$ cat src/hw/rtl/percent_decoder_core_macros.svh
// assertion macros for the percent decoder core
`ifndef PERCENT_DECODER_CORE_MACROS_SVH
`define PERCENT_DECODER_CORE_MACROS_SVH

// same-cycle implication, checked on every clock edge outside reset
`define PD_ASSERT_NOW(label, ante, cons) \
  label: assert property (@(posedge clk) disable iff (rst) (ante) |-> (cons)) \
    else $error("percent decoder check failed");

// next-cycle implication
`define PD_ASSERT_NEXT(label, ante, cons) \
  label: assert property (@(posedge clk) disable iff (rst) (ante) |=> (cons)) \
    else $error("percent decoder check failed");

`endif

$ cat src/hw/rtl/pd_pkg.sv
// shared constants, types and helpers of the percent decoder
package pd_pkg;

  localparam logic [7:0] PCT_CHAR       = 8'h25;
  localparam logic [7:0] HEX_ALPHA_BASE = 8'd10;
  localparam logic [4:0] HEX_BAD        = 5'd16;
  localparam int         MAX_RESULTS    = 3;
  localparam int         PD_FIFO_DEPTH  = 4;

  // up to three result items produced by one input item, first in slot 0
  typedef struct packed {
    logic [1:0]      n;
    logic [2:0][7:0] bytes;
    logic [2:0]      lasts;
  } pd_group_t;

  // 0..15 for a hex digit of either case, HEX_BAD otherwise
  function automatic logic [4:0] hex_value(input logic [7:0] ch);
    logic [7:0] v;
    begin
      v = 8'd0;
      if (ch >= 8'h30 && ch <= 8'h39) begin
        v = ch - 8'h30;
      end else if (ch >= 8'h61 && ch <= 8'h66) begin
        v = ch - 8'h61 + HEX_ALPHA_BASE;
      end else if (ch >= 8'h41 && ch <= 8'h46) begin
        v = ch - 8'h41 + HEX_ALPHA_BASE;
      end else begin
        v = {3'b000, HEX_BAD};
      end
      return v[4:0];
    end
  endfunction

endpackage

$ cat src/hw/rtl/pd_stream_if.sv
// stream interfaces for raw and decoded bytes
interface pd_raw_if;
  logic       valid;
  logic       ready;
  logic [7:0] in_byte;
  logic       in_last;

  modport source (output valid, output in_byte, output in_last, input ready);
  modport sink   (input valid, input in_byte, input in_last, output ready);
endinterface

interface pd_decoded_if;
  logic       valid;
  logic       ready;
  logic [7:0] out_byte;
  logic       out_last;

  modport source (output valid, output out_byte, output out_last, input ready);
  modport sink   (input valid, input out_byte, input out_last, output ready);
endinterface

$ cat src/hw/rtl/pd_decode.sv
// escape tracker: hold state and result group for each accepted byte
module pd_decode (
  input  logic             clk,
  input  logic             rst,
  input  logic             advance,
  input  logic [7:0]       in_byte,
  input  logic             in_last,
  output pd_pkg::pd_group_t group
);
  import pd_pkg::*;

  localparam logic [1:0] HOLD_NONE  = 2'd0;
  localparam logic [1:0] HOLD_PCT   = 2'd1;
  localparam logic [1:0] HOLD_DIGIT = 2'd2;

  logic [1:0] held_count, held_count_next;
  logic [7:0] held_digit, held_digit_next;
  logic [4:0] hi, lo;
  logic       plain_last;
  logic       plain_hold;

  always_comb begin
    hi              = hex_value(held_digit);
    lo              = hex_value(in_byte);
    held_count_next = held_count;
    held_digit_next = held_digit;
    group           = '0;
    // after a bad second character the byte is re-examined as not last
    plain_last      = (held_count == HOLD_PCT) ? 1'b0 : in_last;
    plain_hold      = (in_byte == PCT_CHAR) && !plain_last;

    case (held_count)
      HOLD_PCT: begin
        if (in_last) begin
          group.n         = 2'd2;
          group.bytes[0]  = PCT_CHAR;
          group.bytes[1]  = in_byte;
          group.lasts[1]  = 1'b1;
          held_count_next = HOLD_NONE;
        end else if (!lo[4]) begin
          held_digit_next = in_byte;
          held_count_next = HOLD_DIGIT;
        end else begin
          group.bytes[0] = PCT_CHAR;
          if (plain_hold) begin
            group.n         = 2'd1;
            held_count_next = HOLD_PCT;
          end else begin
            group.n         = 2'd2;
            group.bytes[1]  = in_byte;
            held_count_next = HOLD_NONE;
          end
        end
      end
      HOLD_DIGIT: begin
        if (!hi[4] && !lo[4] && {hi[3:0], lo[3:0]} != 8'd0) begin
          group.n         = 2'd1;
          group.bytes[0]  = {hi[3:0], lo[3:0]};
          group.lasts[0]  = in_last;
          held_count_next = HOLD_NONE;
        end else begin
          // failed escape: percent and held digit pass, third byte re-examined
          group.bytes[0] = PCT_CHAR;
          group.bytes[1] = held_digit;
          if (plain_hold) begin
            group.n         = 2'd2;
            held_count_next = HOLD_PCT;
          end else begin
            group.n         = 2'd3;
            group.bytes[2]  = in_byte;
            group.lasts[2]  = in_last;
            held_count_next = HOLD_NONE;
          end
        end
      end
      default: begin
        if (plain_hold) begin
          held_count_next = HOLD_PCT;
        end else begin
          group.n         = 2'd1;
          group.bytes[0]  = in_byte;
          group.lasts[0]  = in_last;
          held_count_next = HOLD_NONE;
        end
      end
    endcase
  end

  always_ff @(posedge clk) begin
    if (rst) begin
      held_count <= HOLD_NONE;
      held_digit <= 8'd0;
    end else if (advance) begin
      held_count <= held_count_next;
      held_digit <= held_digit_next;
    end
  end

endmodule

$ cat src/hw/rtl/pd_fifo.sv
// shifting result queue: takes a group of up to three items, gives one a cycle when popped
module pd_fifo #(
  parameter int DEPTH = pd_pkg::PD_FIFO_DEPTH
) (
  input  logic                       clk,
  input  logic                       rst,
  input  logic                       push,
  input  pd_pkg::pd_group_t          group,
  input  logic                       pop,
  output logic [7:0]                 head_byte,
  output logic                       head_last,
  output logic [$clog2(DEPTH+1)-1:0] count
);
  import pd_pkg::*;

  localparam int CW = $clog2(DEPTH + 1);

  logic [7:0]    q_byte [DEPTH];
  logic          q_last [DEPTH];
  logic [7:0]    q_byte_next [DEPTH];
  logic          q_last_next [DEPTH];
  logic [CW-1:0] base;
  logic [CW-1:0] count_next;

  always_comb begin
    // write position of the first new item once the head has left
    base = count - CW'(pop);
    for (int i = 0; i < DEPTH; i++) begin
      if (pop && i < DEPTH - 1) begin
        q_byte_next[i] = q_byte[(i + 1) % DEPTH];
        q_last_next[i] = q_last[(i + 1) % DEPTH];
      end else begin
        q_byte_next[i] = q_byte[i];
        q_last_next[i] = q_last[i];
      end
      for (int k = 0; k < MAX_RESULTS; k++) begin
        if (push && k < int'(group.n) && (base + CW'(k)) == CW'(i)) begin
          q_byte_next[i] = group.bytes[k];
          q_last_next[i] = group.lasts[k];
        end
      end
    end
    count_next = count + CW'(push ? group.n : 2'd0) - CW'(pop);
  end

  always_ff @(posedge clk) begin
    for (int i = 0; i < DEPTH; i++) begin
      q_byte[i] <= q_byte_next[i];
      q_last[i] <= q_last_next[i];
    end
  end

  always_ff @(posedge clk) begin
    if (rst) begin
      count <= '0;
    end else begin
      count <= count_next;
    end
  end

  assign head_byte = q_byte[0];
  assign head_last = q_last[0];

endmodule

$ cat src/hw/rtl/percent_decoder_core.sv
// top level of the streaming url percent decoder
// raw (sink): one encoded byte per item with in_last marking the end of a string.
// decoded (source): one byte per item; out_last rides on the final result of a
// string. a '%' and two hex digits of either case become one byte; escapes with
// a bad digit, a zero value or too few bytes before the end pass through as is,
// and the byte that breaks one is looked at again, so a '%' can start an escape.
// results of each taken item enter the registered queue and leave it in order.
// throughput: one raw item per cycle while each gives at most one result and
// decoded is ready; an item gives zero to three results, and decoded moves one a
// cycle, so a failed escape briefly holds raw back. raw.ready is high while the
// result queue of DEPTH entries has room for a full group of three.
// a stall on decoded fills the queue; items wait there in order, none is lost.
// reset (rst, synchronous) empties the queue and drops any held escape.
`include "percent_decoder_core_macros.svh"

module percent_decoder_core #(
  parameter int DEPTH = pd_pkg::PD_FIFO_DEPTH
) (
  input logic          clk,
  input logic          rst,
  pd_raw_if.sink       raw,
  pd_decoded_if.source decoded
);
  import pd_pkg::*;

  localparam int CW = $clog2(DEPTH + 1);

  pd_group_t     group;
  logic          in_fire;
  logic          pop;
  logic [CW-1:0] count;

  assign raw.ready = count <= CW'(DEPTH - MAX_RESULTS);
  assign in_fire   = raw.valid && raw.ready;

  pd_decode u_decode (
    .clk     (clk),
    .rst     (rst),
    .advance (in_fire),
    .in_byte (raw.in_byte),
    .in_last (raw.in_last),
    .group   (group)
  );

  pd_fifo #(
    .DEPTH (DEPTH)
  ) u_fifo (
    .clk       (clk),
    .rst       (rst),
    .push      (in_fire),
    .group     (group),
    .pop       (pop),
    .head_byte (decoded.out_byte),
    .head_last (decoded.out_last),
    .count     (count)
  );

  assign decoded.valid = count != '0;
  assign pop           = decoded.valid && decoded.ready;

  `PD_ASSERT_NOW(a_count_in_range, 1'b1, count <= CW'(DEPTH))
  `PD_ASSERT_NOW(a_group_fits, in_fire, (count + CW'(group.n)) <= CW'(DEPTH))
  `PD_ASSERT_NEXT(a_empty_stays_empty, !in_fire && count == '0, !decoded.valid)

endmodule

$ cat src/flat_wrapper.sv
// flat-port wrapper written by rule: the top's interface ports become plain ports
module percent_decoder_core_flat import pd_pkg::*;
#(
  parameter int DEPTH = pd_pkg::PD_FIFO_DEPTH
)
  (clk, rst, raw_valid, raw_in_byte, raw_in_last, raw_ready, decoded_valid, decoded_out_byte, decoded_out_last, decoded_ready);
  pd_raw_if raw_i ();
  pd_decoded_if decoded_i ();
  input logic clk;
  input logic rst;
  input wire logic [$bits(raw_i.valid)-1:0] raw_valid;
  input wire logic [$bits(raw_i.in_byte)-1:0] raw_in_byte;
  input wire logic [$bits(raw_i.in_last)-1:0] raw_in_last;
  output wire logic [$bits(raw_i.ready)-1:0] raw_ready;
  output wire logic [$bits(decoded_i.valid)-1:0] decoded_valid;
  output wire logic [$bits(decoded_i.out_byte)-1:0] decoded_out_byte;
  output wire logic [$bits(decoded_i.out_last)-1:0] decoded_out_last;
  input wire logic [$bits(decoded_i.ready)-1:0] decoded_ready;
  assign raw_i.valid = raw_valid;
  assign raw_i.in_byte = raw_in_byte;
  assign raw_i.in_last = raw_in_last;
  assign raw_ready = raw_i.ready;
  assign decoded_valid = decoded_i.valid;
  assign decoded_out_byte = decoded_i.out_byte;
  assign decoded_out_last = decoded_i.out_last;
  assign decoded_i.ready = decoded_ready;
  percent_decoder_core #(.DEPTH(DEPTH)) u_core (.clk(clk), .rst(rst), .raw(raw_i), .decoded(decoded_i));
endmodule
$ cat config.mk
export PLATFORM = sky130hd
export DESIGN_NAME = percent_decoder_core_flat
export DESIGN_NICKNAME = d
export VERILOG_FILES = /design/src/hw/rtl/pd_pkg.sv /design/src/hw/rtl/pd_stream_if.sv /design/src/hw/rtl/pd_decode.sv /design/src/hw/rtl/pd_fifo.sv /design/src/hw/rtl/percent_decoder_core.sv /design/src/flat_wrapper.sv
export VERILOG_INCLUDE_DIRS = /design/src /design/src/hw/rtl
export SDC_FILE = /design/constraint.sdc
export NUM_CORES = 1
export LEC_CHECK = 0
export ABC_AREA = 1
export BUFFER_PORTS_ARGS = -buffer_cell sky130_fd_sc_hd__buf_2
export CAP_MARGIN = 40
export CORE_ASPECT_RATIO = 0.5
export CORE_MARGIN = 2
export CORE_UTILIZATION = 45
export CTS_BUF_LIST = sky130_fd_sc_hd__clkbuf_4
export CTS_CLUSTER_DIAMETER = 120
export DETAILED_ROUTE_END_ITERATION = 10
export PLACE_DENSITY_LB_ADDON = 0.12
export REMOVE_ABC_BUFFERS = 1
export SLEW_MARGIN = 30
export SYNTH_ARGS = -nofsm -noshare
export SYNTH_HDL_FRONTEND = slang
export SYNTH_SLANG_ARGS = --single-unit
$ cat constraint.sdc
create_clock -name clk -period 3.35 [get_ports clk]
set_input_delay 0.335 -clock clk [delete_from_list [all_inputs] [get_ports clk]]
set_output_delay 0.335 -clock clk [all_outputs]
set_load 0.02 [all_outputs]
# [Word-level counts from Yosys, hierarchy flattened]
# Memories as Yosys holds them, arrays and structs flattened.
# Cells that the tools add are included.
[op_classes] n_addsub=15 magnitude_cmp=16 eq_ne=12 mux=65 n_bitwise=2 reduce_logical=35
[op_table] op="8-bit 2-to-1 mux" count=18
[op_table] op="16-bit 2-to-1 mux" count=3
[op_table] op="8-bit by 7-bit >= comparator with 1-bit output, second input constant" count=4
[op_table] op="8-bit by 7-bit less-or-equal comparator with 1-bit output, second input constant" count=4
[op_table] op="8-bit one-hot mux with 2 select lines" count=2
[op_table] op="5-bit 2-to-1 mux" count=6
[op_table] op="1-bit logical AND" count=26
[op_table] op="1-bit 2-to-1 mux" count=26
[op_table] op="5-bit by 4-bit adder with 5-bit output, second input constant" count=4
[op_table] op="5-bit by 1-bit subtractor with 5-bit output, second input constant" count=4
[op_table] op="3-bit by 2-bit == test with 1-bit output, second input constant" count=6
[op_table] op="8-bit by 6-bit >= comparator with 1-bit output, second input constant" count=2
[op_table] op="8-bit by 6-bit less-or-equal comparator with 1-bit output, second input constant" count=2
[op_table] op="2-bit 2-to-1 mux" count=7
[op_table] op="5-bit subtractor, second input constant" count=2
[op_table] op="3-bit by 1-bit == test with 1-bit output, second input constant" count=3
[op_table] op="3-bit zero test" count=3
[op_table] op="8-bit by 6-bit == test with 1-bit output, second input constant" count=1
[op_table] op="2-bit one-hot mux with 2 select lines" count=2
[op_table] op="8-bit nonzero test" count=1
[op_table] op="3-bit by 1-bit subtractor with 3-bit output" count=2
[op_table] op="1-bit by 2-bit less-than comparator with 1-bit output, first input constant" count=2
[op_table] op="4-bit AND reduction" count=1
[op_table] op="3-bit by 1-bit adder with 3-bit output, second input constant" count=1
[op_table] op="10 further kinds" count=13
[word_totals] regBits=13 mem_bits_rw=36 input_bits=13 word_cells=150 mem_count=2
[mem_list] name="u_core.u_fifo.q_byte" depth=4 width=8 read_ports=4 rd_clocked_by_memory_dff=0 write_ports=4 line="pd_fifo.sv:18" source="logic [7:0] q_byte [DEPTH];"
[mem_list] name="u_core.u_fifo.q_last" depth=4 width=1 read_ports=4 rd_clocked_by_memory_dff=0 write_ports=4 line="pd_fifo.sv:19" source="logic q_last [DEPTH];"

# [Depth between registers and ports, before layout]
# Gate-level depths: netlist of run 1.
[depth] depth_word=16 mapped_depth=22

# [By module]
# From an unflattened synthesis of run 1, not the netlist that was laid out.
[hier_totals] cells_unflattened=616 hier_area_um2=4078.9
[by_module_without_submodules] module="pd_fifo" n_inst=1 cells_per_inst=391 area_per_inst_um2=2796.4 seq_area_each_um2=1141.1
[by_module_without_submodules] module="pd_decode" n_inst=1 cells_per_inst=219 area_per_inst_um2=1252.5 seq_area_each_um2=200.2
[by_module_without_submodules] module="percent_decoder_core" n_inst=1 cells_per_inst=6 area_per_inst_um2=30.0 seq_area_each_um2=0.0

# [Worst setup path after synthesis of run 1]
# No wires, ideal clock.
[synth_timing] path_type="reg-to-reg" from="register u_core.u_fifo.count[2] (netlist name)" to="memory u_core.u_fifo.q_byte[2][0], enable pin" setup_ns=0.364 t_arrival_ns=3.141 setup_slack_ns=-0.155 stages_incl_launch_ff=14 n_path_buf=1 period_less_slack_ns=3.505 path_cell_list="dfxtp_1 > nor2_1 > nand2_1 > nand2_1 > inv_1 > ha_1 > ha_1 > nor2_1 > ha_1 > inv_1 > nor3_1 > nand3_2 > buf_2 > nand4_1"
[synth_rtl] element="end, declared" line="pd_fifo.sv:18"

# [Worst setup path in the final report of run 1]
[layout_timing] from="register u_core.u_decode.held_digit[1]" to="register u_core.u_fifo.count[2]"
[layout_via] elab_chain_len=13 elab_cells_between_ends=26 cone_classes="add/sub (7); order compare (6); mux (6); reduce/logical (7)"
[layout_rtl] element="start, declared" line="pd_decode.sv:17" source="logic [7:0] held_digit, held_digit_next;"
[layout_rtl] element="start signal, assigned" line="pd_decode.sv:95" source="held_digit <= held_digit_next;"
[layout_rtl] element="5-bit by 1-bit subtractor with 5-bit output, or another cell as far along" line="pd_pkg.sv:25, pd_pkg.sv:27"
[layout_rtl] element="5-bit by 4-bit adder with 5-bit output or 1-bit logical AND (tied branches)" line="pd_pkg.sv:25, pd_pkg.sv:27, pd_pkg.sv:26"
[layout_rtl] element="5-bit 2-to-1 mux" line="pd_pkg.sv:26" source="end else if (ch >= 8'h41 && ch <= 8'h46) begin"
[layout_rtl] element="5-bit 2-to-1 mux" line="pd_pkg.sv:24" source="end else if (ch >= 8'h61 && ch <= 8'h66) begin"
[layout_rtl] element="5-bit 2-to-1 mux *" line="pd_pkg.sv:22" source="if (ch >= 8'h30 && ch <= 8'h39) begin"
[layout_rtl] element="branches (longest 2 deep; another with 8-bit nonzero test)"
[layout_rtl] element="1-bit logical AND *" line="pd_decode.sv:56" source="if (!hi[4] && !lo[4] && {hi[3:0], lo[3:0]} != 8'd0) begin"
[layout_rtl] element="2-bit 2-to-1 mux *" line="pd_decode.sv:56"
[layout_rtl] element="2-bit one-hot mux with 2 select lines *" line="pd_decode.sv:32" source="case (held_count)"
[layout_rtl] element="2-bit 2-to-1 mux *" line="pd_fifo.sv:43" source="count_next = count + CW'(push ? group.n : 2'd0) - CW'(pop);"
[layout_rtl] element="3-bit by 2-bit adder with 3-bit output *" line="pd_fifo.sv:43"
[layout_rtl] element="3-bit by 1-bit subtractor with 3-bit output *" line="pd_fifo.sv:43"
[layout_rtl] element="end signal, assigned" line="pd_fifo.sv:57" source="count <= count_next;"
[layout_rtl] element="end, declared" line="pd_fifo.sv:12" source="output logic [$clog2(DEPTH+1)-1:0] count"
# Mark *: on every way between the ends.
# A chain may end at the register's enable or synchronous reset.

==> results by group, run 1 <==
Outcome
  • Outcome: finished clean

Route
  • 1st-iter DRT viols: about 440
  • Wire per inst: 15.1 um
  • Vias: 4018
  • Final WL: 11400 um
  • DR pass1 iterations: 6
  • Residual DRC: 0
  • Final ANT Viol Nets: 0
  • DR vias/cell: 5.32

CTS
  • H-Tree Depth: 2
  • CTS Buffer Depth: 2
  • CTS tree: done
  • Clock-pin slew on the worst setup and hold paths: 0.16 ns
  • Worst skew pair latency: around 0.4 ns
  • Root Driver: clkbuf_4
  • TritonCTS buffer count: 5
  • Setup Buffers After CTS: 0
  • Hold_buf cts: 0
  • Clk sink count: 49
  • Post_cts resized: 0

GRT
  • Initial antenna violation count: 1
  • Vias in the first global route: ~3600
  • GRT overflow: 0
  • GRT Util Overall: between 20% and 30%
  • Largest net degree at the start of global routing: 24
  • First-pass GRT wire length: approximately 19000 um

Job
  • Max-cap violations: 0

Placed design
  • Detailed Place HPWL: approximately 9000 um
  • Port bufs: 23
  • Pre-CTS setup slack: between 0.15 and 0.2 ns
  • Final Wtd Congestion: 0.929

Synth
  • Ys Warns: 0
  • Asr flop ratio synth: 0%
  • Post-synthesis cell area: 4070 um^2
  • Yosys top cell by area: edfxtp_1
  • Synth top area share: 26.6%
  • Cell count after synthesis: approximately 600
  • Mapped Avg Cell Area: a little under 7 um^2
  • Synth Flop Type: edfxtp_1
  • Area contributors post-synth: edfxtp_1 (27%), nand2_1 (13%), nand3_1 (9.4%), nor2_1 (8.1%), inv_1 (7.2%)
  • Post-synth EDFFs: 36
  • Unique masters post-synth: 38
  • #FFs+latches synth: 49
  • Seq/Total Area, Yosys: 33.0%

Worst setup path
  • Setup crit end kind: register
  • CP max FO: 7
  • Worst path top cell family by delay: simple AND/OR/NAND/NOR gates
  • Slowest stage delay, CP: 0.42 ns
  • Critical Path AT: ~3.4 ns
  • Crit path kind: reg -> reg
  • Most used cell along the critical path: nand2_4
  • Crit start category: register
  • Buf/Inv on CP: 2
  • Critical-path cell list: inv_1 -> ha_1 -> nand2_1 -> nand3_2 -> nand2_4 -> nand3_1 -> nand3_1 -> nand2_1 -> nor2_1 -> nand2_2 -> nand2_4 -> nand2_4 -> nand2_8 -> nand2_8 -> ha_1 -> inv_1 -> fa_1 -> xor2_1 -> o21ai_0 -> a21oi_1
  • CP max-delay cell: dfxtp_1
  • Critical Path RT: about 3.7 ns

Die
  • Die extent in x: between 100 and 150 um
  • # IOs: 24
  • Row cnt: 24
  • Core box area: 8740 um^2
  • Die area: 9860 um^2
  • Die Ht: 71.2 um
  • Starting Density: 46.5%

STA
  • Slew Limit Fails: 0
  • RSZ-0062 raised after global routing: false
  • Fin. Hold Viols: 0
  • Fin crit share: 91.2%
  • Worst-Margin Slew: a little over 0.7 ns
  • Final setup TNS: 0 ns
  • # setup viols final: 0
  • Final setup margin: 0.294 ns
  • Highest clock rate: 327 MHz
  • Relative slew slack: 51.0%
  • Fin crit period: approximately 3 ns
  • Clock skew: roughly 0.0069 ns

Finish
  • Layout fillers: 896
  • Ratio of cells with drive above 1 in the final layout: approximately 15%
  • Commonest non-fill, non-tap cell in the layout: nand2_1
  • Final #Nets: ~660
  • Commonest cells after routing, fill and taps aside: nand2_1 (141), nor2_1 (88), inv_1 (78), nand3_1 (76), edfxtp_1 (36)
  • Layout area overhead: 10.2%

Pwr
  • Design Power: about 2.7 mW
  • Leak Pwr: 2.16 nW
  • Power Density: 613 nW/um^2
  • Max IR drop VDD: 0.349 mV

Hold path
  • Worst hold path class: in -> reg
==> routing by layer <==
metal	track usage, %	vias to the layer above	part of all wire (%)
li1	-	2025	-
met1	36.6	1812	50
met2	34.4	172	39
met3	6.15	9	10
met4	4.08	0	0.60
met5	0	-	0
==> sequential cells by signal (all words and copies together) (netlist names) <==
signal / cells
u_core.u_decode.held_digit: 8
u_core.u_decode.held_count: 2
u_core.u_fifo.q_last: 4
u_core.u_fifo.q_byte: 32
u_core.u_fifo.count: 3
==> cells in the mapped netlist (3+ instances only) <==
cell type	number
nand2_1	141
nor2_1	88
inv_1	78
nand3_1	76
edfxtp_1	36
a21oi_1	35
o21ai_0	28
dfxtp_1	13
ha_1	13
buf_2	8
o21ai_1	8
inv_2	7
o22ai_1	7
nand2_4	6
nand4_1	6
nand2_2	5
nor2_2	5
buf_4	4
clkbuf_1	4
nand2_8	3
nand3_2	3
nand4_2	3
nor3_1	3
==> report_power, final <==
part / switching [mW] / internal (mW)
sequential: 0.0459 / 0.919
clock: 0.226 / 0.167
combinational: 0.942 / 0.446
total: 1.21 / 1.53
==> cells by family (layout without fill, tap and decap cells) <==
kind of cell / after synthesis / after routing / share of synthesized area, %
XOR/XNOR: 1 / 1 / 0.215
AO/OA/AOI/OAI: 82 / 82 / 10.6
AND/OR/NAND/NOR: 350 / 350 / 41.0
other: 0 / 1 / 0
buffers and inverters: 105 / 141 / 10.7
flip-flops: 49 / 49 / 33.0
adder cells (fa/ha/maj): 14 / 14 / 4.49
==> layout make-up <==
cell class	count	area (um^2)	area share (%)
multi-input cells	447	2290	51.1
clock inverters	2	38.8	0.866
repair buffers	46	288	6.42
well taps	117	146	3.27
flip-flops and latches	49	1340	30.0
diodes	1	2.50	0.0559
inverters	87	327	7.29
clock buffers	6	45.0	1.01
==> final timing paths <==
path                                                    from                                          to  slack (ns)  depth (start not counted)
setup / recovery  u_core.u_decode.held_digit[1]$_SDFFE_PP0P_           u_core.u_fifo.count[2]$_SDFF_PP0_        0.29                         20
setup reg to reg  u_core.u_decode.held_digit[1]$_SDFFE_PP0P_           u_core.u_fifo.count[2]$_SDFF_PP0_        0.29                         20
hold reg to reg   u_core.u_decode.held_digit[7]$_SDFFE_PP0P_  u_core.u_decode.held_digit[7]$_SDFFE_PP0P_        0.47                          2
hold / removal                                           rst           u_core.u_fifo.count[0]$_SDFF_PP0_        0.11                          2
==> stage by stage <==
stage / std cells / utilization [%] / hold WS [ns] / cell area (um^2)
finish: 755 / 51.3 / 0.114 / 4480
CTS: 754 / 51.2 / 0.104 / 4480
global route: 755 / 51.3 / 0.117 / 4480
detailed placement: 746 / 50.3 / 0.445 / 4390
global placement: 746 / 50.3 / 0.444 / 4390
floorplan: 583 / - / 0.404 / 3960
Note: power is estimated with default switching activity, not from simulation.
==> inputs of run 2 (changes only) <==
- ABC_AREA: 1 -> unset
==> run 2 against run 1 <==
Against the previous run:
- die area fell by 5.2%
- critical path depth fell by 11
- synthesized cell count fell by 31%
==> results by group, run 2 <==
Hold path
  • WHS Endpoint: u_core.u_decode.held_count[1]$_SDFFE_PP0P_ (was u_core.u_fifo.count[0]$_SDFF_PP0_)
  • Min-delay src: rst (unchanged)
  • Worst hold path class: in -> reg (unchanged)
  • Hold Crit Depth: 2 (unchanged)

Worst setup path
  • CP max FO: 9 (was 7)
  • Reg-to-reg endpoint: u_core.u_fifo.q_byte[1][4]$_DFFE_PP_ (was u_core.u_fifo.count[2]$_SDFF_PP0_)
  • Buf/Inv on CP: 1 (was 2)
  • Critical Path RT: 3.51 ns (was 3.66 ns)
  • Crit Reg-Reg Startpoint: u_core.u_decode.held_digit[5]$_SDFFE_PP0P_ (was u_core.u_decode.held_digit[1]$_SDFFE_PP0P_)
  • Crit path kind: reg -> reg (unchanged)
  • Slowest stage delay, CP: 0.57 ns (was 0.42 ns)
  • Setup crit end kind: register (unchanged)
  • Critical-path cell list: or4bb_1 -> a21oi_2 -> a32o_1 -> nor4_4 -> buf_4 -> a21oi_2 -> a2bb2oi_1 -> o32ai_1 -> a31o_2 (was inv_1 -> ha_1 -> nand2_1 -> nand3_2 -> nand2_4 -> nand3_1 -> nand3_1 -> nand2_1 -> nor2_1 -> nand2_2 -> nand2_4 -> nand2_4 -> nand2_8 -> nand2_8 -> ha_1 -> inv_1 -> fa_1 -> xor2_1 -> o21ai_0 -> a21oi_1)
  • Worst path top cell family by delay: compound AO/OA/AOI/OAI gates (was simple AND/OR/NAND/NOR gates)
  • Reg2reg path depth: 9 (was 20)
  • Critical Path AT: 3.33 ns (was 3.36 ns)
  • CP max-delay cell: or4bb_1 (was dfxtp_1)
  • Crit start category: register (unchanged)
  • FF-to-FF setup slack: 0.18 ns (was 0.29 ns)
  • Most used cell along the critical path: a21oi_2 (was nand2_4)

STA
  • Worst-Margin Slew: 0.675 ns (was 0.727 ns)
  • Slew Limit Fails: 0 (unchanged)
  • Final setup margin: 0.179 ns (was 0.294 ns)
  • # setup viols final: 0 (unchanged)
  • Hold_ws: 0.272 ns (was 0.114 ns)
  • Fin. Hold Viols: 0 (unchanged)
  • Fin crit share: 94.6% (was 91.2%)
  • Highest clock rate: 315 MHz (was 327 MHz)
  • Clock skew: 0.0268 ns (was 0.00690 ns)
  • Fin crit period: 3.17 ns (was 3.06 ns)
  • RSZ-0062 raised after global routing: false (unchanged)
  • Relative slew slack: 55.0% (was 51.0%)

Route
  • Final ANT Viol Nets: 0 (unchanged)
  • Residual DRC: 0 (unchanged)
  • DR pass1 iterations: 5 (was 6)
  • DR vias/cell: 6.23 (was 5.32)
  • 1st-iter DRT viols: 378 (was 441)
  • Vias: 3583 (was 4018)
  • Wire per inst: 19.6 um (was 15.1 um)
  • Final WL: 11300 um (was 11400 um)

Finish
  • Layout fillers: 741 (was 896)
  • Post-Layout Cell Count: 575 (was 755)
  • Biggest register: u_core.u_fifo.q_byte (unchanged)
  • N_diodes: 0 (was 1)
  • Commonest non-fill, non-tap cell in the layout: buf_4 (was nand2_1)
  • Finished Cell Area: 4350 um^2 (was 4480 um^2)
  • Layout area overhead: 13.0% (was 10.2%)
  • Final #Nets: 489 (was 663)
  • Layout Utilization: 53.4% (was 51.3%)
  • Max reg flops: 32 (unchanged)
  • Ratio of cells with drive above 1 in the final layout: 23.3% (was 15.2%)
  • Top flop regs: u_core.u_fifo.q_byte (32), u_core.u_decode.held_digit (8), u_core.u_fifo.q_last (4) (unchanged)
  • Commonest cells after routing, fill and taps aside: buf_4 (40), nor2_1 (37), nand2_1 (37), edfxtp_1 (36) (was nand2_1 (141), nor2_1 (88), inv_1 (78), nand3_1 (76), edfxtp_1 (36))

Die
  • Row cnt: 23 (was 24)
  • Die extent in x: 135 um (was 138 um)
  • # IOs: 24 (unchanged)
  • Starting Density: 47.2% (was 46.5%)
  • Die Ht: 69.4 um (was 71.2 um)
  • Core box area: 8140 um^2 (was 8740 um^2)
  • Die area: 9350 um^2 (was 9860 um^2)

Placed design
  • Area after DPL: 4270 um^2 (was 4390 um^2)
  • Placed insts: 567 (was 746)
  • Detailed Place HPWL: 8790 um (was 9020 um)
  • Final Wtd Congestion: 0.959 (was 0.929)
  • Port bufs: 23 (unchanged)
  • Pre-CTS setup slack: -0.00366 ns (was 0.187 ns)

CTS
  • H-Tree Depth: 2 (unchanged)
  • CTS tree: done (unchanged)
  • Worst skew pair latency: 0.40 ns (about the same)
  • Root Driver: clkbuf_4 (unchanged)
  • Hold_buf cts: 0 (unchanged)
  • Clock-pin slew on the worst setup and hold paths: 0.18 ns (was 0.16 ns)
  • TritonCTS buffer count: 5 (unchanged)
  • Clk sink count: 49 (unchanged)
  • CTS Buffer Depth: 2 (unchanged)

Synth
  • Synth top area share: 28.1% (was 26.6%)
  • Seq/Total Area, Yosys: 34.9% (was 33.0%)
  • Synth Flop Type: edfxtp_1 (unchanged)
  • Yosys top cell by area: edfxtp_1 (unchanged)
  • Post-synth EDFFs: 36 (unchanged)
  • Post-synthesis cell area: 3850 um^2 (was 4070 um^2)
  • Area contributors post-synth: edfxtp_1 (28%), dfxtp_1 (6.8%), mux2i_1 (6.0%), ha_1 (4.2%), nand2_1 (3.6%) (was edfxtp_1 (27%), nand2_1 (13%), nand3_1 (9.4%), nor2_1 (8.1%), inv_1 (7.2%))
  • Asr flop ratio synth: 0% (unchanged)
  • Mapped Avg Cell Area: 9.23 um^2 (was 6.77 um^2)
  • Unique masters post-synth: 82 (was 38)
  • Commonest cells in the netlist: nand2_1 (37), nor2_1 (37), edfxtp_1 (36) (was nand2_1 (141), nor2_1 (88), inv_1 (78))
  • Cell count after synthesis: 417 (was 601)
  • #FFs+latches synth: 49 (unchanged)
  • Ys Warns: 0 (unchanged)

GRT
  • Largest net degree at the start of global routing: 16 (was 24)
  • Vias in the first global route: 3320 (was 3572)
  • First-pass GRT wire length: 18000 um (was 18600 um)
  • GRT overflow: 0 (unchanged)
  • GRT Util Overall: 24.8% (was 23.9%)
  • Initial antenna violation count: 0 (was 1)

Job
  • Max-cap violations: 0 (unchanged)

Pwr
  • Max IR drop VDD: 0.273 mV (was 0.349 mV)
  • Power Density: 539 nW/um^2 (was 613 nW/um^2)
  • Leak Pwr: 1.67 nW (was 2.16 nW)

Outcome
  • Outcome: finished clean (unchanged)
## run 2: cell types whose count changed after synthesis, moves of 16 or more
cell / delta
nand3_1: -66
nor2_1: -51
mux2i_1: +23
inv_1: -65
a21oi_1: -16
nand2_1: -104
## run 2: stage by stage
| stage | power, mW | TNS (ns) |
|---|---|---|
| after detailed placement | 2.02 | -0.00366 |
| after global placement | 2.00 | 0 |
| after global routing | 2.52 | 0 |
| after CTS | 2.33 | 0 |
| after floorplan | 1.69 | -7.09 |
| final | 2.34 | 0 |
## run 2: worst max-delay path by stage
| stage | start | to | slack [ns] | cells past startpoint |
|---|---|---|---|---|
| floorplan | u_core.u_fifo.count[2]$_SDFF_PP0_ | u_core.u_fifo.q_byte[2][0]$_DFFE_PP_ | -0.31 | 12 |
| global placement | raw_in_byte[0] | u_core.u_fifo.count[2]$_SDFF_PP0_ | 0.12 | 15 |
| detailed placement | raw_in_byte[0] | u_core.u_fifo.count[2]$_SDFF_PP0_ | -0.004 | 15 |
| CTS | u_core.u_fifo.count[2]$_SDFF_PP0_ | u_core.u_fifo.q_byte[1][6]$_DFFE_PP_ | 0.16 | 14 |
| global route | u_core.u_decode.held_digit[5]$_SDFFE_PP0P_ | u_core.u_fifo.q_byte[1][6]$_DFFE_PP_ | 0.002 | 9 |
| finish | u_core.u_decode.held_digit[5]$_SDFFE_PP0P_ | u_core.u_fifo.q_byte[1][4]$_DFFE_PP_ | 0.18 | 9 |
## run 2: cell families after synthesis
group	count (synthesis)	synth area share, %
buffers and inverters	44	5.46
adders and majority gates	14	4.75
muxes	26	6.96
AOI/OAI and AO/OA	137	26.4
and+or+nand+nor	144	20.8
DFF	49	34.9
xor gates and xnor gates	3	0.683
## run 2: cell type report
type,count,area (um^2),area share [%]
Clock buffer,6,45.0,1.04
Clock inverter,2,13.8,0.317
Inverter,19,73.8,1.70
Multi-Input combinational cell,324,2320,53.3
Sequential cell,49,1340,30.9
Tap cell,112,140,3.22
Timing Repair Buffer,63,415,9.56
## run 2: power by group
group	switching [mW]	total [mW]	internal (mW)
combinational	0.660	1.10	0.438
sequential	0.0402	0.931	0.891
clock	0.221	0.314	0.0927
## run 2: repair_timing
item	CTS	global route
gates resized for setup	0	4
endpoints found under the setup margin	0	9
setup buffers	0	0
## run 2: routing by layer
metal / global-route usage, % / part of all wire [%]
met3: 7.24 / 10
met1: 37.6 / 48
met4: 5.96 / 1.2
met5: 0 / 0
met2: 34.0 / 41
## run 2: worst reg2reg max path, stage by stage, from the launching register on
cell and delay (ns):
dfxtp_1 0.40, or4bb_1 0.57, a21oi_2 0.24, a32o_1 0.26, nor4_4 0.06, buf_4 0.15, a21oi_2 0.35, a2bb2oi_1 0.51
o32ai_1 0.18, a31o_2 0.24
